===== src/design/mic_pkg.sv =====
// ----------------------------------------------------------------------------
// mic_pkg
// Shared types and constants of the magnetometer iron calibration core.
// ----------------------------------------------------------------------------
package mic_pkg;

	// fixed widths of the register and result fields
	localparam int COEF_W      = 16;
	localparam int OFFSET_W    = 16;
	localparam int RESULT_W    = 16;
	localparam int CROSS_W     = 48;
	localparam int CFG_INDEX_W = 3;
	localparam int CFG_DATA_W  = 48;

	// offset-corrected sample: 16-bit sample minus 16-bit offset, full width
	localparam int DIFF_W = OFFSET_W + 1;
	localparam int PROD_W = DIFF_W + COEF_W;
	// three products summed
	localparam int ACC_W  = PROD_W + 2;

	// register indexes
	localparam logic [CFG_INDEX_W-1:0] REG_OFFSET_X    = 3'd0;
	localparam logic [CFG_INDEX_W-1:0] REG_OFFSET_Y    = 3'd1;
	localparam logic [CFG_INDEX_W-1:0] REG_OFFSET_Z    = 3'd2;
	localparam logic [CFG_INDEX_W-1:0] REG_DIAG_XX     = 3'd3;
	localparam logic [CFG_INDEX_W-1:0] REG_DIAG_YY     = 3'd4;
	localparam logic [CFG_INDEX_W-1:0] REG_DIAG_ZZ     = 3'd5;
	localparam logic [CFG_INDEX_W-1:0] REG_CROSS_TERMS = 3'd6;

	// reset value of the diagonal: 1.0 in Q2.14
	localparam logic signed [COEF_W-1:0] DIAG_RESET = 16'sd16384;

	typedef struct packed {
		logic [7:0] x_low;
		logic [7:0] x_high;
		logic [7:0] y_low;
		logic [7:0] y_high;
		logic [7:0] z_low;
		logic [7:0] z_high;
	} sample_t;

	typedef struct packed {
		logic signed [RESULT_W-1:0] field_x;
		logic signed [RESULT_W-1:0] field_y;
		logic signed [RESULT_W-1:0] field_z;
		logic                       clipped;
	} field_t;

	// one lane's finished axis
	typedef struct packed {
		logic signed [RESULT_W-1:0] value;
		logic                       clip;
	} lane_res_t;

endpackage


===== src/design/mic_merge.sv =====
// ----------------------------------------------------------------------------
// mic_merge
// Joins the three lane results into one beat, with output register and skid.
// ----------------------------------------------------------------------------
module mic_merge import mic_pkg::*; (
	input  logic      clk,
	input  logic      arst_n,
	input  logic      res_valid,
	input  lane_res_t res_x,
	input  lane_res_t res_y,
	input  lane_res_t res_z,
	input  logic      field_stall,
	output logic      field_valid,
	output field_t    field,
	output logic      hold
);

	field_t merged;
	field_t out_q;
	field_t skid_q;
	logic   out_valid_q;
	logic   skid_valid_q;
	logic   take;
	logic   out_free;

	always_comb begin
		merged.field_x = res_x.value;
		merged.field_y = res_y.value;
		merged.field_z = res_z.value;
		merged.clipped = res_x.clip | res_y.clip | res_z.clip;
	end

	assign take     = res_valid & ~skid_valid_q;
	assign out_free = ~out_valid_q | ~field_stall;

	always_ff @(posedge clk or negedge arst_n) begin
		if (!arst_n) begin
			out_valid_q  <= 1'b0;
			skid_valid_q <= 1'b0;
		end else if (out_free) begin
			out_valid_q  <= skid_valid_q | take;
			skid_valid_q <= 1'b0;
		end else if (take) begin
			// output stalled: park the beat
			skid_valid_q <= 1'b1;
		end
	end

	always_ff @(posedge clk) begin
		if (out_free) begin
			out_q <= skid_valid_q ? skid_q : merged;
		end else if (take) begin
			skid_q <= merged;
		end
	end

	assign field_valid = out_valid_q;
	assign field       = out_q;
	assign hold        = skid_valid_q;

endmodule


===== config.mk =====
export PLATFORM = sky130hd
export DESIGN_NAME = mic_merge
export DESIGN_NICKNAME = d
export VERILOG_FILES = /design/src/design/mic_pkg.sv /design/src/design/mic_merge.sv
export SDC_FILE = /design/constraint.sdc
export NUM_CORES = 1
export LEC_CHECK = 0
export BUFFER_PORTS_ARGS = -buffer_cell sky130_fd_sc_hd__buf_2
export CAP_MARGIN = 10
export CORE_MARGIN = 2
export CORE_UTILIZATION = 46
export CTS_CLUSTER_DIAMETER = 120
export CTS_CLUSTER_SIZE = 16
export DETAILED_ROUTE_END_ITERATION = 10
export GPL_TIMING_DRIVEN = 0
export PLACE_DENSITY_LB_ADDON = 0.15
export SYNTH_ARGS = -nofsm -noshare
export SYNTH_HDL_FRONTEND = slang
export SYNTH_SLANG_ARGS = --single-unit

===== constraint.sdc =====
create_clock -name clk -period 5.82 [get_ports clk]
set_input_delay 0.582 -clock clk [delete_from_list [all_inputs] [get_ports clk]]
set_output_delay 0.582 -clock clk [all_outputs]
set_load 0.01 [all_outputs]

==> metrics <==
status=finished, final reports clean; vias in the first global route=1955; CTS sink cnt=100; Post-DP HPWL=4.29 mm; Fin Hold WS=0.412 ns; leading area contributor after synthesis=edfxtp_1; top cell type's share of synthesized area=0.809; CP Capture Type=flop; Mapped Nets=216; Max clock buf depth=2; DR iter-0 viols=57; Max stage delay on crit path=0.37 ns; TritonCTS clock tree=built; via count=1865; Tightest Pin Transition=0.631 ns; Crit Path Class=flop to flop; Num CTS Buffers=9; largest net degree at the start of global routing=29; final setup violation count=0; CP most frequent cell=buf_6; Final Util=0.601; period utilization=0.380; Hold Violations, Final=0; fin crit period=2.21 ns; drt wl/cell=15.6 um; register bit total from synthesis=100; final wirelength=6.12 mm; synthesized area per cell=22.6 um^2; Reg clk slew, reported paths=0.10 ns; first-pass GRT wire length=9.72 mm; Critical Path Fanout Max=28; Die Height=93.0 um; pwr dens=329 mW/mm^2; DR pass1 iterations=4; Static Leak=1.76 nW; critical path required time=5.88 ns; GRT Total Usage=0.148; RSZ-0062 raised after global routing=no; Ant. Diodes=0; H-tree levels=3; Max-cap violations=0; Mapped Area=0.00364 mm^2; Net count, final=339; Critical Path Source Type=flop; Die W=93.0 um; gr ovfl total=0; Synth Instances=161; Initial Util=0.473; Arrival @ worst endpoint=2.28 ns; DIE AREA=0.00864 mm^2; Vias/cell=4.77; num rows=32; Hold Crit Class=primary input to flop; Core ar.=0.00769 mm^2; clk_lat worst skew=0.35 ns; initial antenna violation count=0; post-synthesis sequential area ratio=0.822; TNS Setup=0 ns; Synth Warn #=0; CP Cell Sequence=nand2_2, buf_12, nor3b_2, buf_6, buf_6, buf_6; max-slew violations=0; Crit-path slowest cell=nand2_2; Max Clock Freq=452 MHz; layout cells sized above 1=0.630; Layout Skew=0.0132 ns; Final ANT Viol Nets=0; max_slew headroom=0.578; GP Congestion=0.638; Area contributors post-synth=edfxtp_1 (81%), mux2_2 (15%), buf_6 (1.5%); PortBufs=105; Residual DRC=0; area delta synth->final=26.9%; Max VDD drop=176 uV; Yosys cell types=9; Root Buffer=clkbuf_8; IO Pins=106
## flip-flops by register name (all words and copies together) (netlist names)
signal       flops
hold             1
field_valid      1
skid_q          49
field           49
## cells by family after synthesis
group	synth area share
flip-flops	0.822
multiplexers	0.152
AND/OR/NAND/NOR	0.00928
buffers and inverters	0.0168
## where the power goes
part / switching (W) / total, W / internal [W]
Combinational: 0.0000779 / 0.000154 / 0.0000756
Sequential: 0.0000107 / 0.000861 / 0.000850
Clock: 0.000221 / 0.000507 / 0.000286
## layer usage
layer | part of all wire | global-route usage | vias to the layer above
li1 | - | - | 881
met1 | 0.44 | 0.194 | 908
met2 | 0.47 | 0.233 | 68
met3 | 0.071 | 0.0407 | 8
met4 | 0.016 | 0.0625 | 0
met5 | 0 | 0 | -
## stage by stage
| step | power (W) | area, um^2 | setup slack (ns) | std cells |
|---|---|---|---|---|
| after floorplan | 0.000960 | 3640 | 0.378 | 161 |
| after detailed placement | 0.00103 | 4380 | 3.25 | 374 |
| after global placement | 0.00103 | 4300 | -2.17 | 368 |
| after global routing | 0.00158 | 4620 | 3.41 | 391 |
| after CTS | 0.00154 | 4620 | 3.53 | 391 |
| final | 0.00152 | 4620 | 3.61 | 391 |
## worst max-delay path, delay by kind of cell, from the launching register on
| family | cells | cell delay, ns |
|---|---|---|
| buf+inv | 4 | 0.89 |
| flops | 1 | 0.36 |
| simple gates | 2 | 0.68 |
## repair_timing
action                                  in CTS  in global routing
gates resized for setup                      0                  0
endpoints found under the hold margin        2                  0
endpoints found under the setup margin       0                  0
setup buffers                                0                  0
hold buffers                                 1                  0
## final timing paths
check                             from          end  slack (ns)  cells after the start
setup / recovery           field_valid   skid_q[47]        3.61                      6
hold / removal                res_y[8]   skid_q[24]        0.41                      1
setup reg to reg           field_valid   skid_q[47]        3.61                      6
hold reg to reg             skid_q[21]    field[21]        0.54                      1
max in group asynchronous       arst_n  field_valid        5.17                      2
min in group asynchronous       arst_n         hold        0.55                      2
## cell type report
class / instances / area (um^2)
Buffer: 6 / 61.3
Clock buffer: 12 / 135
Clock inverter: 4 / 97.6
Fill cell: 620 / 3070
Multi-Input combinational cell: 55 / 593
Sequential cell: 100 / 2990
Tap cell: 102 / 128
Timing Repair Buffer: 112 / 612
## synth_stat cells
library cell and count:
buf_6 5, nand2_1 2, nor2_1 2, edfxtp_1 98, mux2_2 49, buf_2 1, dfrtp_1 2, or3_4 1
nor3b_1 1
## cell usage in the layout (no fill, tap or decap)
master         instances
bufinv_16              3
nor3b_2                1
or3_4                  1
edfxtp_1              98
nor2_1                 2
mux2_2                49
dfrtp_1                2
buf_12                 1
nand2_2                1
clkbuf_8               9
dlygate4sd3_1          1
nand2_1                1
clkinvlp_4             1
buf_2                106
clkbuf_1               3
buf_6                 10
Note: power is estimated with default switching activity, not from simulation.
