[config.mk]
export PLATFORM = sky130hd
export DESIGN_NAME = mic_lane
export DESIGN_NICKNAME = d
export VERILOG_FILES = /design/src/design/mic_pkg.sv /design/src/design/mic_lane.sv
export SDC_FILE = /design/constraint.sdc
export NUM_CORES = 2
export LEC_CHECK = 0
export ABC_AREA = 1
export BUFFER_PORTS_ARGS = -buffer_cell sky130_fd_sc_hd__buf_2
export CAP_MARGIN = 25
export CORE_MARGIN = 2
export CORE_UTILIZATION = 30
export CTS_CLUSTER_DIAMETER = 100
export DETAILED_ROUTE_END_ITERATION = 7
export HOLD_SLACK_MARGIN = 0.06
export SLEW_MARGIN = 15
export SYNTH_ARGS = -nofsm -noshare
export SYNTH_HDL_FRONTEND = slang
export SYNTH_SLANG_ARGS = --single-unit
[constraint.sdc]
create_clock -name clk -period 13.69 [get_ports clk]
set_input_delay 2.738 -clock clk [delete_from_list [all_inputs] [get_ports clk]]
set_output_delay 2.738 -clock clk [all_outputs]
set_load 0.01 [all_outputs]
[src/design/mic_pkg.sv]
// ----------------------------------------------------------------------------
// mic_pkg
// Shared types and constants of the magnetometer iron calibration core.
// ----------------------------------------------------------------------------
package mic_pkg;

	// fixed widths of the register and result fields
	localparam int COEF_W      = 16;
	localparam int OFFSET_W    = 16;
	localparam int RESULT_W    = 16;
	localparam int CROSS_W     = 48;
	localparam int CFG_INDEX_W = 3;
	localparam int CFG_DATA_W  = 48;

	// offset-corrected sample: 16-bit sample minus 16-bit offset, full width
	localparam int DIFF_W = OFFSET_W + 1;
	localparam int PROD_W = DIFF_W + COEF_W;
	// three products summed
	localparam int ACC_W  = PROD_W + 2;

	// register indexes
	localparam logic [CFG_INDEX_W-1:0] REG_OFFSET_X    = 3'd0;
	localparam logic [CFG_INDEX_W-1:0] REG_OFFSET_Y    = 3'd1;
	localparam logic [CFG_INDEX_W-1:0] REG_OFFSET_Z    = 3'd2;
	localparam logic [CFG_INDEX_W-1:0] REG_DIAG_XX     = 3'd3;
	localparam logic [CFG_INDEX_W-1:0] REG_DIAG_YY     = 3'd4;
	localparam logic [CFG_INDEX_W-1:0] REG_DIAG_ZZ     = 3'd5;
	localparam logic [CFG_INDEX_W-1:0] REG_CROSS_TERMS = 3'd6;

	// reset value of the diagonal: 1.0 in Q2.14
	localparam logic signed [COEF_W-1:0] DIAG_RESET = 16'sd16384;

	typedef struct packed {
		logic [7:0] x_low;
		logic [7:0] x_high;
		logic [7:0] y_low;
		logic [7:0] y_high;
		logic [7:0] z_low;
		logic [7:0] z_high;
	} sample_t;

	typedef struct packed {
		logic signed [RESULT_W-1:0] field_x;
		logic signed [RESULT_W-1:0] field_y;
		logic signed [RESULT_W-1:0] field_z;
		logic                       clipped;
	} field_t;

	// one lane's finished axis
	typedef struct packed {
		logic signed [RESULT_W-1:0] value;
		logic                       clip;
	} lane_res_t;

endpackage

[src/design/mic_lane.sv]
// ----------------------------------------------------------------------------
// mic_lane
// One matrix row: three products, sum, round, optional negate, saturate.
// ----------------------------------------------------------------------------
module mic_lane import mic_pkg::*; #(
	parameter int COEF_FRAC_BITS = 14,
	parameter bit NEGATE         = 1'b0
) (
	input  logic                     clk,
	input  logic                     en,
	input  logic signed [DIFF_W-1:0] d0,
	input  logic signed [DIFF_W-1:0] d1,
	input  logic signed [DIFF_W-1:0] d2,
	input  logic signed [COEF_W-1:0] c0,
	input  logic signed [COEF_W-1:0] c1,
	input  logic signed [COEF_W-1:0] c2,
	output lane_res_t                res
);

	localparam logic signed [ACC_W-1:0] ROUND_HALF = ACC_W'(1) << (COEF_FRAC_BITS - 1);
	localparam logic signed [ACC_W-1:0] SAT_MAX    = (ACC_W'(1) << (RESULT_W - 1)) - ACC_W'(1);
	localparam logic signed [ACC_W-1:0] SAT_MIN    = -(ACC_W'(1) << (RESULT_W - 1));

	logic signed [PROD_W-1:0] p0_s2, p1_s2, p2_s2;
	logic signed [ACC_W-1:0]  acc;
	logic signed [ACC_W-1:0]  rnd;
	logic signed [ACC_W-1:0]  val;
	lane_res_t                res_d;
	lane_res_t                res_s3;

	always_ff @(posedge clk) begin
		if (en) begin
			p0_s2 <= d0 * c0;
			p1_s2 <= d1 * c1;
			p2_s2 <= d2 * c2;
		end
	end

	always_comb begin
		acc = ACC_W'(p0_s2) + ACC_W'(p1_s2) + ACC_W'(p2_s2);
		// round to nearest, halves up
		rnd = (acc + ROUND_HALF) >>> COEF_FRAC_BITS;
		val = NEGATE ? -rnd : rnd;
		if (val > SAT_MAX) begin
			res_d.value = SAT_MAX[RESULT_W-1:0];
			res_d.clip  = 1'b1;
		end else if (val < SAT_MIN) begin
			res_d.value = SAT_MIN[RESULT_W-1:0];
			res_d.clip  = 1'b1;
		end else begin
			res_d.value = val[RESULT_W-1:0];
			res_d.clip  = 1'b0;
		end
	end

	always_ff @(posedge clk) begin
		if (en) begin
			res_s3 <= res_d;
		end
	end

	assign res = res_s3;

endmodule

==> impl_metrics.json <==
{
  "status": "complete, no violations",
  "crit_family": "adder cells",
  "synthAdderAreaFrac_pct": 54.7,
  "hold_viol": 0,
  "netlist_instances": 4654,
  "post_cts_buffers": 0,
  "drt_iter0_markers": 1518,
  "synthArstFlopShare_pct": 0,
  "antenna_found_initial": 3,
  "yosys.area.top_type": "fa_1",
  "via_per_inst": 4.45,
  "vias": 27984,
  "grt_pass1_wl_um": 160000,
  "fp.dieW_um": 363,
  "drive_gt1_share_pct": 4.17,
  "ant_nets": 0,
  "grt_pass1_vias": 30353,
  "cts_buffers": 17,
  "hpwlAfterDp_um": 80700,
  "area_growth_pct": 6.72,
  "yosys_register_bits": 116,
  "rrSetupSlack_ns": 10.09,
  "post-synth-top-area-fraction_pct": 44.5,
  "cts_resized": 0,
  "syn_avg_cell_area_um2": 8.31,
  "die_height_um": 363,
  "cap_violations": 0,
  "synthFlopType": "edfxtp_1",
  "wl_met1_um": 43400,
  "crit_path_end_kind": "flip-flop",
  "crit_path_start_kind": "input port",
  "worstPathMaxFanout": 17,
  "multiInputGateArea_um2": 29200,
  "max_freq_mhz": 120,
  "routed-wl-met3_um": 4500,
  "synth_edf_count": 116,
  "path_class": "in2reg",
  "yosysUniqueCellTypes": 42,
  "start_util_pct": 30.3,
  "critPathLaunch": "c0[1]",
  "clock_latency_ns": 0.43,
  "htreeDepth": 4,
  "ios": 118,
  "synth_top_family_by_area": "adder cells",
  "cp.arrival_ns": 8.47,
  "dieArea_um2": 132000,
  "finalCritPeriodShare_pct": 60.7,
  "grt-ovfl-total": 0,
  "clock-sinks": 116,
  "top_layer": "met5",
  "core_um2": 128000,
  "rows": 131,
  "min_path_type": "reg2reg",
  "muxShareOfSynthArea_pct": 0,
  "ys_seq_area_share_pct": 9.01,
  "fin_crit_ns": 8.30,
  "port_buffers": 117,
  "synth_fp_nets": 5931,
  "path_cells": "buf_2 -> nand2_1 -> inv_1 -> fa_1 -> inv_1 -> fa_1 -> fa_1 -> fa_1 -> inv_1 -> fa_1 -> inv_1 -> fa_1 -> inv_1 -> ha_1 -> nand2_1 -> nor4_1 -> nand4_1 -> nand3_1 -> a21oi_1 -> xnor2_1",
  "seq_area_um2": 3480,
  "drt-total-wl_um": 95800,
  "rsz0062_at_grt": "no",
  "synthTopCellsByArea": "fa_1, inv_1, nand2_1",
  "path_clk_slew_ns": 0.06,
  "wl_per_cell_um": 15.2,
  "fin_tns_setup_ns": 0,
  "synth_area_um2": 38700,
  "tritoncts": "done",
  "yosysWarnings": 0,
  "synth_commonest_cells": "inv_1, nand2_1, fa_1",
  "worstMarginPinSlew_ns": 0.963,
  "setup.worst_path.end": "p0_s2[26]",
  "r2r-start": "p0_s2[31]",
  "dr.pass1.iters": 5,
  "slowest_delay_ns": 0.74,
  "grt_usage_pct": 15.2,
  "n_fill_cell": 13360,
  "cts_hold_buf": 0,
  "gp_congestion": 0.882,
  "route.met2.wl_um": 46100,
  "clockBufferDepth": 2,
  "drc_errors": 0,
  "critPathRequiredTime_ns": 13.86,
  "critical_path_buf_inv_count": 6,
  "yosysMostFrequentCell": "inv_1",
  "slew_headroom_pct": 35.8,
  "cp.depth": 20,
  "critPathSlowestCell": "fa_1",
  "synth_compound_area_share_pct": 3.73,
  "timing.rr.end": "res[6]",
  "critical_path.most_common_cell": "fa_1",
  "num_antenna_cells": 0,
  "root_buffer": "clkbuf_16",
  "reg2reg_depth": 14,
  "setup_viol": 0,
  "yosys.area_share.simple_pct": 14.2,
  "final_nets": 5888,
  "drv_slew": 0,
  "synthXorXnorAreaFrac_pct": 2.76,
  "grt_max_degree": 71,
  "fin_worst_skew_ns": 0.0159
}
[registers in the layout, summed over array words and instances, names as in the netlist]
name and cells:
p0_s2 33, p1_s2 33, p2_s2 33, res 17
[per-layer routing]
metal	global-route usage [%]	up-vias
met3	1.61	112
met1	21.0	14049
met4	3.25	2
met2	25.8	662
li1	-	13159
met5	0	-
[worst register-to-register path: cells and delay by family (launching register included)]
family | cells | cell delay, ns
AND/OR/NAND/NOR | 10 | 1.43
buffers and inverters | 1 | 0.18
flip-flops | 1 | 0.47
adder cells (fa/ha/maj) | 3 | 1.23
[how the worst min path moves through the flow]
stage                     slack, ns      end  startpoint  depth (start not counted)
after floorplan                1.02  res[16]   p2_s2[32]                          5
after global placement         1.10  res[16]   p2_s2[32]                          5
after detailed placement       1.12  res[16]   p2_s2[32]                          5
after CTS                      1.14  res[16]   p2_s2[32]                          5
after global routing           1.18  res[16]   p2_s2[32]                          5
final                          1.12  res[16]   p2_s2[32]                          5
[kinds of logic (layout without fill, tap and decap cells)]
family,Yosys count,count (layout)
buf+inv,1595,1564
simple gates,1395,1395
fa+ha+maj,1176,1176
compound gates,250,250
xor+xnor,122,122
flops,116,116
[per-stage QoR]
| stage | setup slack [ns] | hold WS (ns) | area (um^2) | std cells | utilization [%] |
|---|---|---|---|---|---|
| after floorplan | 5.56 | 1.02 | 38700 | 4654 | - |
| after global placement | 5.12 | 1.10 | 40700 | 6254 | 31.8 |
| after detailed placement | 5.02 | 1.12 | 40700 | 6254 | 31.8 |
| after CTS | 5.47 | 1.14 | 41300 | 6285 | 32.3 |
| after global routing | 5.07 | 1.18 | 41300 | 6285 | 32.3 |
| final | 5.39 | 1.12 | 41300 | 6285 | 32.3 |
[placed cells by master, fill, tap and decap left out, types with 3 or more instances in the layout]
master     count
nor3_1        15
clkbuf_16     17
a21o_1        22
xnor2_1       43
fa_1         860
o211ai_1       3
a21oi_1      119
buf_2        116
ha_1         316
nor2_1       139
inv_2          4
xor2_1        79
or2_2         14
bufinv_16      4
nand3_1       52
inv_1       1411
a211oi_1       4
nand2_1     1136
o21bai_1      19
a21oi_2        4
edfxtp_1     116
o21a_1         8
nand4_1       11
a31oi_1        9
o21ai_0       54
nand2_2       10
[area by class of cell]
cell class	instances	area share, %
Clock inverter	12	0.437
Sequential cell	116	8.44
Inverter	1415	12.9
Multi-Input combinational cell	2943	70.7
Tap cell	1662	5.04
Timing Repair Buffer	118	1.44
Clock buffer	19	1.05
Power is not shown: default switching activity piles up to over one toggle a cycle in this logic, so the estimate is an artifact.
